===== src/sv/smmpc_pkg.sv =====
package smmpc_pkg;

    localparam int COUNT_BITS = 23;
    localparam int PCT_W      = 7;
    localparam int TPP_W      = 16;
    localparam int PROD_W     = PCT_W + TPP_W;
    localparam int MENU_W     = 3;

    localparam logic [TPP_W-1:0] TPP_RESET = TPP_W'(800);
    localparam logic [PCT_W-1:0] FULL_SCALE = PCT_W'(100);

    // Menu positions
    localparam logic [MENU_W-1:0] ST_IDLE  = 3'd0;
    localparam logic [MENU_W-1:0] ST_MODE  = 3'd1;
    localparam logic [MENU_W-1:0] ST_DIR   = 3'd2;
    localparam logic [MENU_W-1:0] ST_SPEED = 3'd3;
    localparam logic [MENU_W-1:0] ST_RUN   = 3'd4;
    localparam logic [MENU_W-1:0] ST_POT   = 3'd5;

    // Item kinds
    localparam logic CMD_BYTE = 1'b0;
    localparam logic CMD_TICK = 1'b1;

    // Menu characters
    localparam logic [7:0] CH_STAR = 8'h2A;
    localparam logic [7:0] CH_T    = 8'h74;
    localparam logic [7:0] CH_P    = 8'h70;
    localparam logic [7:0] CH_H    = 8'h68;
    localparam logic [7:0] CH_A    = 8'h61;
    localparam logic [7:0] CH_S    = 8'h73;

    typedef logic [PCT_W-1:0] pct_t;

    // Percentage for a speed digit, zero when the byte is not one
    function automatic pct_t digit_speed(input logic [7:0] b);
        pct_t res;
        case (b)
            8'h30:   res = PCT_W'(100);
            8'h35:   res = PCT_W'(50);
            8'h36:   res = PCT_W'(60);
            8'h37:   res = PCT_W'(70);
            8'h38:   res = PCT_W'(80);
            8'h39:   res = PCT_W'(90);
            default: res = '0;
        endcase
        return res;
    endfunction

endpackage


===== src/sv/serial_menu_motor_pwm_controller_top.sv =====
// Serial menu motor PWM controller.
// Input channel (in_valid/in_ready): each item is either a received serial
// byte (command 0, rx_byte) or one clock tick (command 1). Bytes walk the
// menu; ticks advance the PWM countdown while the motor runs.
// Output channel (out_valid/out_ready): one result item per input item,
// showing bridge levels, enable, menu position, speed, direction and mode
// as they stand after that item.
// An accepted item is first held in the input register, then processed
// and committed to the state registers, which stand as its result.
// Throughput: one item per cycle while the result is taken; the multiply
// that sizes a PWM phase (percent times ticks_per_percent) is combinational.
// A stalled receiver holds the result; the input register still takes one
// more item, after which in_ready drops until the result is taken.
// cfg_we/cfg_wdata write ticks_per_percent; write it only while idle.
// Reset: menu idle, motor stopped, pins low, ticks_per_percent = 800,
// both channels empty.
module serial_menu_motor_pwm_controller_top
    import smmpc_pkg::*;
(
    input  logic              clk,
    input  logic              rst_n,
    input  logic              in_valid,
    output logic              in_ready,
    input  logic              command,
    input  logic [7:0]        rx_byte,
    output logic              out_valid,
    input  logic              out_ready,
    output logic              drive_cw,
    output logic              drive_ccw,
    output logic              motor_enable,
    output logic [MENU_W-1:0] menu_state,
    output logic [PCT_W-1:0]  speed_percent,
    output logic              direction,
    output logic              control_mode,
    input  logic              cfg_we,
    input  logic [TPP_W-1:0]  cfg_wdata
);

    logic                  s1_valid_reg;
    logic                  s1_cmd_reg;
    logic [7:0]            s1_byte_reg;
    logic                  out_valid_reg;
    logic [TPP_W-1:0]      tpp_reg;

    logic [MENU_W-1:0]     menu_reg,   menu_next;
    logic                  mode_reg,   mode_next;
    logic                  dir_reg,    dir_next;
    pct_t                  speed_reg,  speed_next;
    logic                  level_reg,  level_next;
    logic [1:0]            pins_reg,   pins_next;
    logic                  run_reg,    run_next;
    logic [COUNT_BITS-1:0] remain_reg, remain_next;

    logic                  advance;
    pct_t                  sp;
    pct_t                  pct_sel;
    logic [PROD_W-1:0]     product;
    logic [COUNT_BITS-1:0] span;

    // Stage 1 moves on when the result slot is free or being emptied
    assign advance  = !out_valid_reg || out_ready;
    assign in_ready = !s1_valid_reg || advance;

    assign sp = digit_speed(s1_byte_reg);

    // Phase length percentage: full period unless a real duty phase follows
    always_comb
    begin
        if (s1_cmd_reg == CMD_BYTE || speed_reg == '0 || speed_reg >= FULL_SCALE)
            pct_sel = FULL_SCALE;
        else if (!level_reg)
            pct_sel = speed_reg;
        else
            pct_sel = FULL_SCALE - speed_reg;
    end

    assign product = {{TPP_W{1'b0}}, pct_sel} * {{PCT_W{1'b0}}, tpp_reg};
    assign span    = COUNT_BITS'(product);

    always_comb
    begin
        menu_next   = menu_reg;
        mode_next   = mode_reg;
        dir_next    = dir_reg;
        speed_next  = speed_reg;
        level_next  = level_reg;
        pins_next   = pins_reg;
        run_next    = run_reg;
        remain_next = remain_reg;

        if (s1_cmd_reg == CMD_BYTE)
        begin
            case (menu_reg)
                ST_IDLE:
                begin
                    if (s1_byte_reg == CH_STAR)
                    begin
                        menu_next  = ST_MODE;
                        speed_next = '0;
                    end
                end
                ST_MODE:
                begin
                    if (s1_byte_reg == CH_T)
                    begin
                        mode_next  = 1'b0;
                        speed_next = '0;
                        menu_next  = ST_DIR;
                    end
                    else if (s1_byte_reg == CH_P)
                    begin
                        mode_next  = 1'b1;
                        speed_next = '0;
                        menu_next  = ST_POT;
                    end
                end
                ST_DIR:
                begin
                    if (s1_byte_reg == CH_H || s1_byte_reg == CH_A)
                    begin
                        dir_next   = (s1_byte_reg == CH_A);
                        speed_next = '0;
                        menu_next  = ST_SPEED;
                    end
                end
                ST_SPEED:
                begin
                    if (sp != '0)
                    begin
                        speed_next  = sp;
                        menu_next   = ST_RUN;
                        level_next  = 1'b0;
                        pins_next   = 2'b00;
                        run_next    = 1'b1;
                        remain_next = span;
                    end
                end
                ST_RUN:
                begin
                    if (s1_byte_reg == CH_H)
                        dir_next = 1'b0;
                    else if (s1_byte_reg == CH_A)
                        dir_next = 1'b1;
                    else if (sp != '0)
                        speed_next = sp;
                    else if (s1_byte_reg == CH_S)
                    begin
                        run_next   = 1'b0;
                        speed_next = '0;
                        menu_next  = ST_IDLE;
                    end
                end
                default:
                begin
                    menu_next = menu_reg;
                end
            endcase
        end
        else if (run_reg)
        begin
            if (remain_reg <= COUNT_BITS'(1))
            begin
                // End of phase: pick new level, steer it to the active bridge side
                if (speed_reg == '0)
                    level_next = 1'b0;
                else if (speed_reg >= FULL_SCALE)
                    level_next = 1'b1;
                else
                    level_next = !level_reg;
                pins_next   = dir_reg ? {level_next, 1'b0} : {1'b0, level_next};
                remain_next = span;
            end
            else
            begin
                remain_next = remain_reg - COUNT_BITS'(1);
            end
        end
    end

    always_ff @(posedge clk or negedge rst_n)
    begin
        if (!rst_n)
        begin
            s1_valid_reg  <= 1'b0;
            out_valid_reg <= 1'b0;
            tpp_reg       <= TPP_RESET;
            menu_reg      <= ST_IDLE;
            mode_reg      <= 1'b0;
            dir_reg       <= 1'b0;
            speed_reg     <= '0;
            level_reg     <= 1'b0;
            pins_reg      <= 2'b00;
            run_reg       <= 1'b0;
            remain_reg    <= '0;
        end
        else
        begin
            if (cfg_we)
                tpp_reg <= cfg_wdata;

            if (in_ready)
                s1_valid_reg <= in_valid;

            if (advance)
                out_valid_reg <= s1_valid_reg;

            // Commit the item's state; it also stands as the result item
            if (advance && s1_valid_reg)
            begin
                menu_reg   <= menu_next;
                mode_reg   <= mode_next;
                dir_reg    <= dir_next;
                speed_reg  <= speed_next;
                level_reg  <= level_next;
                pins_reg   <= pins_next;
                run_reg    <= run_next;
                remain_reg <= remain_next;
            end
        end
    end

    always_ff @(posedge clk)
    begin
        if (in_ready && in_valid)
        begin
            s1_cmd_reg  <= command;
            s1_byte_reg <= rx_byte;
        end
    end

    assign out_valid     = out_valid_reg;
    assign drive_cw      = pins_reg[0];
    assign drive_ccw     = pins_reg[1];
    assign motor_enable  = run_reg;
    assign menu_state    = menu_reg;
    assign speed_percent = speed_reg;
    assign direction     = dir_reg;
    assign control_mode  = mode_reg;

endmodule

===== config.mk =====
export PLATFORM = sky130hd
export DESIGN_NAME = serial_menu_motor_pwm_controller_top
export DESIGN_NICKNAME = d
export VERILOG_FILES = /design/src/sv/smmpc_pkg.sv /design/src/sv/serial_menu_motor_pwm_controller_top.sv
export SDC_FILE = /design/constraint.sdc
export NUM_CORES = 1
export LEC_CHECK = 0
export BUFFER_PORTS_ARGS = -buffer_cell sky130_fd_sc_hd__buf_2
export CAP_MARGIN = 20
export CORE_MARGIN = 10
export CORE_UTILIZATION = 50
export DETAILED_ROUTE_END_ITERATION = 8
export PLACE_DENSITY = 0.71
export RECOVER_POWER = 50
export SLEW_MARGIN = 25
export SYNTH_ARGS = -nofsm -noshare
export SYNTH_HDL_FRONTEND = slang
export SYNTH_SLANG_ARGS = --single-unit

===== constraint.sdc =====
create_clock -name clk -period 5 [get_ports clk]
set_input_delay 0.25 -clock clk [delete_from_list [all_inputs] [get_ports clk]]
set_output_delay 0.25 -clock clk [all_outputs]
set_load 0.01 [all_outputs]

## Yosys cells after proc, flatten, opt, wreduce, memory -nomap -nowiden

Cells that the tools add are included.

- Multipliers: 1
- Eq/ne operators: 28
- Reduce and logical (&&, ||, !) cells: 26
- Multiplexer cells: 53
- Order comparisons: 2
- Add/sub/neg operators: 2
- Bitwise gates (word level): 1

Operator list:

| cell | number |
|---|---|
| $mux 23 | 5 |
| $mux 7 | 11 |
| $eq 8x6->1 const B | 7 |
| $pmux 7 s6 | 1 |
| $eq 8x7->1 const B | 5 |
| $pmux 7 s5 | 1 |
| $mux 3 | 9 |
| $le 23x1->1 const B | 1 |
| $mul 7x16->23 | 1 |
| $sub 23x1->23 const B | 1 |
| $mux 1 | 17 |
| $pmux 3 s5 | 1 |
| $ne 2x2->1 const B | 7 |
| $mux 2 | 6 |
| $reduce_and 11->1 | 1 |
| $reduce_and 10->1 | 1 |
| $reduce_and 5->1 | 2 |
| $reduce_bool 2->1 | 5 |
| $ne 3x3->1 const B | 3 |
| $reduce_and 4->1 | 2 |
| $reduce_and 8->1 | 1 |
| $ge 7x7->1 const B | 1 |
| $logic_not 7->1 | 1 |
| $reduce_bool 7->1 | 1 |
| 12 further kinds | 22 |

- Input bits: 30
- Output and inout bits: 17
- Logic and storage cells: 126
- Register bits after elaboration: 66

## Longest topological paths before layout

Gate-level depths: netlist of the first run.

- Depth after elaboration: 8
- Depth in mapped cells: 20
- Gate-level depth less buffers: 19

## Worst setup path before layout of the first run

OpenSTA, ideal clock, no wires.

- Path kind: reg2reg
- Start: register speed_reg[1] (netlist: speed_percent[1])
- End: register remain_reg[22]
- Setup time: 0.124 ns
- Arrival: 5.245 ns
- Cell stages (with the launch flop): 19
- Clock period less this slack: 5.369 ns
- Slack: -0.369 ns
- Path buffers: 1
- Cells stage by stage: dfrtp_1 > inv_1 > ha_1 > o311a_1 > nand2b_1 > nor2_1 > clkbuf_1 > nor2b_1 > fa_1 > fa_1 > fa_1 > ha_1 > ha_1 > and2_1 > a221oi_1 > a21oi_1 > o2111ai_1 > a21oi_1 > o31a_1

- Word-level cells in the longest chain between the ends: 8
- Elaborated cells on any way between the ends: 13
- Classes of those cells: add/sub (1); mul (1); order compare (1); mux (7); reduce/logical (3)

RTL lines:

| what | line | source |
|---|---|---|
| from (decl) | serial_menu_motor_pwm_controller_top.sv:48 | `pct_t speed_reg, speed_next;` |
| from (signal assigned) | serial_menu_motor_pwm_controller_top.sv:213 | `speed_reg <= speed_next;` |
| parallel branches: the longest is 3 deep, another holds $sub 7x7->7 | -- |  |
| $mux 7 * | serial_menu_motor_pwm_controller_top.sv:69 | `if (s1_cmd_reg == CMD_BYTE \|\| speed_reg == '0 \|\| speed_reg >= FULL_SCALE)` |
| $mul 7x16->23 * | serial_menu_motor_pwm_controller_top.sv:77 | `assign product = {{TPP_W{1'b0}}, pct_sel} * {{PCT_W{1'b0}}, tpp_reg};` |
| $mux 23 (on tied branches) | serial_menu_motor_pwm_controller_top.sv:128, serial_menu_motor_pwm_controller_top.sv:161 |  |
| $mux 23 (on tied branches) | serial_menu_motor_pwm_controller_top.sv:93, serial_menu_motor_pwm_controller_top.sv:159 |  |
| $mux 23 * | serial_menu_motor_pwm_controller_top.sv:91 | `if (s1_cmd_reg == CMD_BYTE)` |
| to (signal assigned) | serial_menu_motor_pwm_controller_top.sv:217 | `remain_reg <= remain_next;` |
| to (decl) | serial_menu_motor_pwm_controller_top.sv:52 | `logic [COUNT_BITS-1:0] remain_reg, remain_next;` |

Mark *: on every way between the ends. The select of a mux whose other input is x is not followed.
A chain may end at the register's enable or synchronous reset.

## Worst setup path in the final report of the first run

- Start: register speed_reg[3] (netlist: speed_percent[3])
- End: register remain_reg[16]

The elaborated chain is that of the path after synthesis.

==> out/metrics.cfg, run 1 <==
[status]
status=complete, but fails checks
violations=capacitance limit, slew limit

[clock_network]
htree_levels=3
cts.sinks=65
root_buffer=clkbuf_16
cts_tree=yes
clk_pin_slew_ns=0.06
worstSkewPairLatency_ns=0.35
cts_buffers=9
clk_path_buf_depth=2
cts_hold_buf=0

[sta]
slew-limit-headroom=-1.23
clock_skew_ns=0.00632
clock.fmax_mhz=200
fin_crit_ns=4.99
fin_setup_tns_ns=0
slew_violations=57
holdWs_ns=0.0746
grt_setup_unrepaired=yes
hold_violations=0
tightest_slew_ns=3.35
setup_viol=0
finalCritPeriodShare=0.998

[global_routing]
grt_usage=0.195
grt_pass1_vias=6035
grt_overflow_total=0
grt_max_degree=57
grt_pass1_wl_microns=29200
antenna_found_initial=0

[route]
drc=0
drt_pre_antenna_iters=5
wl_microns=18200
avgViaCountPerCell=5.93
drtIter0Drc=557
num_vias=5824
wl_per_cell_microns=18.5
ant_nets=0

[floorplan]
pin_count=47
start_util=0.508
die_area_sq_um=18400
die_h_microns=136
rows=42
die_x_microns=136
core_sq_um=13200

[logic_synthesis]
syn-num-nets=853
ys_ff_latch=65
synth-main-ff-cell=dfrtp_1
synthCells=714
ys_warn_count=0
ys_async_sr_fraction=0.862
syn_avg_cell_area_sq_um=9.39
synth_seq_area_share=0.250
ys_types=73
synth_area_sq_um=6700
synth_edf_count=9

[pwr]
vdd_ir_drop_max_v=0.000264
power_density_nw_per_um2=470
leakage_uw=0.00354

[final_layout]
layout_commonest_cell=nand2_1
area_growth_pct=24.0
stdcell_count=982
antenna_cells=0
drive_gt1_frac=0.285
largest_reg_flops=23
nets=940
final_cell_mix=53 x nand2_1, 52 x and2_1, 52 x fa_1, 52 x buf_4, 51 x dfrtp_1
fill_cells=1062

[setup_path]
cpMostUsedCell=fa_1
crit_end=remain_reg[16]
critPathRequiredTime_ns=5.23
r2r_end=remain_reg[16]
cp_max_fo=8
crit_chain=or2_4 > o311a_4 > nor2b_4 > o21ai_4 > and2_4 > fa_1 > fa_1 > fa_1 > ha_4 > ha_4 > and2_4 > a221oi_4 > a21oi_4 > o211ai_1 > and4_1 > nor3_2
reg2reg_depth=16
setup.worst_path.start=speed_percent[3]
cp_slowest_stage_delay_ns=0.57
critPathKind=register to register
crit_slowest_cell=fa_1
start_kind=register
cp.arrival_ns=5.21
cp-end-kind=register
r2r_slack_ns=0.01
timing.rr.start=speed_percent[3]

[placement]
numPortBuffers=45
routabilityCongestion=0.887
dp.cells=948
place_hpwl_microns=13000

[min_path]
min_path_type=input pin to register

[run]
maxCapViolCount=1

==> final cells by class <==
cell class / instances / area, sq um / area share
inverters: 31 / 119 / 0.0143
multi-input cells: 587 / 5240 / 0.631
well taps: 176 / 220 / 0.0265
repair buffers: 107 / 747 / 0.0899
clock inverters: 7 / 77.6 / 0.00934
flip-flops and latches: 65 / 1680 / 0.202
clock buffers: 9 / 225 / 0.0271
==> cells by family (layout without fill, tap and decap cells) <==
kind of cell / count (synthesis) / count (layout) / synth area share
AO/OA/AOI/OAI: 158 / 158 / 0.154
multiplexers: 20 / 20 / 0.0345
XOR/XNOR: 17 / 17 / 0.0222
buffers and inverters: 63 / 154 / 0.0418
other: 1 / 1 / 0.000560
AND/OR/NAND/NOR: 281 / 282 / 0.230
adder cells (fa/ha/maj): 109 / 109 / 0.267
flip-flops: 65 / 65 / 0.250
==> per-layer routing <==
layer / global-route usage / part of all wire / wire [microns]
met4: 0.0861 / 0.023 / 419
met3: 0.0304 / 0.050 / 912
met5: 0 / 0 / 0
met1: 0.236 / 0.42 / 7550
met2: 0.335 / 0.51 / 9300
==> where the power goes <==
group	switching, uW	internal (uW)
clock network	268	390
logic	1270	1190
registers	153	642
==> worst max-delay path, delay by kind of cell (launching register included) <==
family          cells  cell delay, ns
fa+ha+maj           5            2.03
flops               1            0.37
simple gates        6            1.15
compound gates      5            1.30
==> stage by stage <==
| stage | instance area (sq um) | utilization | total power (uW) | setup slack, ns |
|---|---|---|---|---|
| after global routing | 8310 | 0.630 | 4200 | -0.131 |
| after CTS | 7920 | 0.601 | 3590 | 0.00309 |
| after global placement | 7390 | 0.560 | 2760 | -0.229 |
| after floorplan | 6760 | - | 2110 | 0.00126 |
| final | 8310 | 0.630 | 3910 | 0.0111 |
| after detailed placement | 7390 | 0.560 | 2810 | -0.375 |
==> cell usage after synthesis (7+ instances only) <==
library cell	count	share of area
a21oi_1	49	0.037
and2_1	58	0.054
and3_1	17	0.016
buf_2	11	0.0082
clkbuf_1	15	0.0084
dfrtp_1	53	0.20
edfxtp_1	9	0.040
fa_1	57	0.17
ha_1	52	0.097
inv_1	31	0.017
mux2_2	17	0.029
nand2_1	54	0.030
nand2b_1	9	0.0084
nand3_1	10	0.0075
nand4_1	8	0.0075
nor2_1	40	0.022
nor2b_1	25	0.023
nor3_1	25	0.019
nor4_1	7	0.0065
o21ai_0	39	0.029
o31ai_1	7	0.0078
xnor2_1	7	0.0091
xor2_1	10	0.013
==> timing repair <==
item / in CTS / in global routing
setup buffers: 6 / 12
resized for setup: 28 / 58
pin swaps: 22 / 47
endpoints found under the setup margin: 16 / 14
gates cloned: 0 / 1
==> how the worst min path moves through the flow <==
stage	start	endpoint	slack, ns	cells after the start
after global placement	rx_byte[5]	s1_byte_reg[5]	0.43	1
after detailed placement	rx_byte[6]	s1_byte_reg[6]	0.43	1
final	rx_byte[7]	s1_byte_reg[7]	0.07	1
after CTS	rx_byte[6]	s1_byte_reg[6]	0.07	1
after global routing	rx_byte[7]	s1_byte_reg[7]	0.06	1
after floorplan	rst_n	control_mode	-0.05	0
Power figures use the tool's default switching activity.
==> run 2: changes to the inputs <==
--- a/config.mk
+++ b/config.mk
@@ -7,2 +7,3 @@
 export LEC_CHECK = 0
+export ABC_AREA = 0
 export BUFFER_PORTS_ARGS = -buffer_cell sky130_fd_sc_hd__buf_2
==> constraint.sdc (replaced) <==
create_clock -name clk -period 5 [get_ports clk]
set_input_delay 1 -clock clk [delete_from_list [all_inputs] [get_ports clk]]
set_output_delay 1 -clock clk [all_outputs]
set_load 0.01 [all_outputs]
==> run 2 against run 1 <==
Net effect: the flow finishes with violations (capacitance limit, slew limit, setup timing); critical endpoint is now remain_reg[17]; die area unchanged; cell area increased by 3.5%; flip-flop and latch count unchanged.
==> out/metrics.cfg, run 2 (synthesized netlist as in run 1, its figures left out) <==
[global_routing]
grt_usage=0.204
grt_max_degree=57
grt_pass1_wl_microns=30600
antenna_found_initial=0
grt_overflow_total=0
grt_pass1_vias=6122

[clock_network]
clk_path_buf_depth=2
clk_pin_slew_ns=0.06
cts_buffers=9
worstSkewPairLatency_ns=0.35
cts_tree=yes
cts.sinks=65
htree_levels=3
root_buffer=clkbuf_16
cts_hold_buf=0

[sta]
fin_ws_ns=-0.0780
fin_crit_ns=5.08
tightest_slew_ns=3.23
hold_violations=0
grt_setup_unrepaired=yes
slew_violations=57
finalCritPeriodShare=1.02
setup_viol=7
clock_skew_ns=0.00842
holdWs_ns=0.515
clock.fmax_mhz=197
slew-limit-headroom=-1.15

[floorplan]
rows=42
pin_count=47
core_sq_um=13200
die_area_sq_um=18400
start_util=0.508
die_h_microns=136
die_x_microns=136

[placement]
routabilityCongestion=0.897
numPortBuffers=45
place_hpwl_microns=13000

[min_path]
worstHoldStart=s1_valid_reg
min_path_type=register to register
holdPathEnd=out_valid
hold_depth=2

[setup_path]
r2r_end=remain_reg[17]
r2r_slack_ns=-0.08
cp.arrival_ns=5.31
cp_max_fo=6
critPathKind=register to register
reg2reg_depth=23
critPathRequiredTime_ns=5.23
start_kind=register
cp-end-kind=register
setup.worst_path.start=speed_percent[2]
timing.rr.start=speed_percent[2]

[final_layout]
area_growth_pct=28.3
antenna_cells=0
final_cell_mix=55 x fa_1, 53 x and2_1, 51 x dfrtp_1, 51 x buf_4, 50 x nand2_1
finalCoreUtilization=0.652
largest_reg_flops=23
layout_commonest_cell=fa_1
drive_gt1_frac=0.303
nets=948

[route]
drtIter0Drc=458
wl_per_cell_microns=19.1
num_vias=5908
ant_nets=0
drt_pre_antenna_iters=5
avgViaCountPerCell=5.97
drc=0
wl_microns=18900

[pwr]
intPower_uw=2260
switchingPower_uw=1820
switching_share=0.445
vdd_ir_drop_max_v=0.000414
leakage_uw=0.00366
power_uw=4080
comb_power_share=0.638
power_density_nw_per_um2=475
pwr-share-clk=0.167
p_seq_frac=0.195

[status]
violations=capacitance limit, slew limit, setup timing
status=complete, but fails checks

[run]
maxCapViolCount=1

[run 2: area by class of cell]
cell class | count | area, sq um
well taps | 176 | 220
inverters | 31 | 121
flip-flops and latches | 65 | 1680
multi-input cells | 587 | 5370
clock buffers | 9 | 225
clock inverters | 7 | 83.8
fillers | 981 | 4590
repair buffers | 115 | 900
[run 2: worst max-delay path by stage]
stage	cells past startpoint	endpoint
after floorplan	17	remain_reg[22]
after global placement	18	remain_reg[15]
after detailed placement	18	remain_reg[15]
after CTS	20	remain_reg[15]
after global routing	20	remain_reg[22]
final	23	remain_reg[17]
[run 2: per-layer routing]
metal	share of wire	track usage	vias up
li1	-	-	2726
met1	0.41	0.257	2950
met2	0.51	0.341	190
met3	0.049	0.0341	42
met4	0.026	0.0801	0
met5	0	0	-
[run 2: power by group through the flow]
stage	Sequential (uW)	Clock, uW	Combinational, uW
6_report	795	683	2610
5_1_grt	814	707	2850
4_1_cts	788	688	2210
3_5_place_dp	796	0	2010
3_3_place_gp	790	0	1970
2_1_floorplan	751	0	1360
[run 2: through the flow]
stage	worst slack, ns	cell area, sq um	TNS, ns	cells
CTS	-0.00171	8160	-0.00171	980
detailed placement	-0.299	7390	-2.62	949
global placement	-0.196	7390	-1.30	949
floorplan	0.00126	6760	0	714
global route	-0.264	8600	-2.44	990
finish	-0.0780	8600	-0.409	990
[run 2: worst max-delay path, cell delays in order (launching register included)]
cell and delay [ns]:
dfrtp_2 0.42, buf_6 0.12, inv_4 0.04, ha_4 0.16, a21boi_4 0.21, buf_6 0.12, nor2b_4 0.23, buf_6 0.15
nand2_8 0.07, buf_6 0.14, nand2_4 0.06, fa_1 0.43, fa_1 0.51, inv_2 0.04, fa_1 0.59, ha_4 0.23
fa_2 0.37, a211oi_2 0.24, o211ai_1 0.17, nand3_1 0.18, buf_4 0.14, o21bai_4 0.06, xnor2_2 0.19, o21ai_1 0.09
[run 2: repair_timing]
item | CTS | global route
pin swaps | 43 | 51
cloned | 2 | 1
resized for setup | 48 | 70
setup endpoints to repair | 15 | 14
buffers inserted | 14 | 10
hold endpoints to repair | 0 | 0
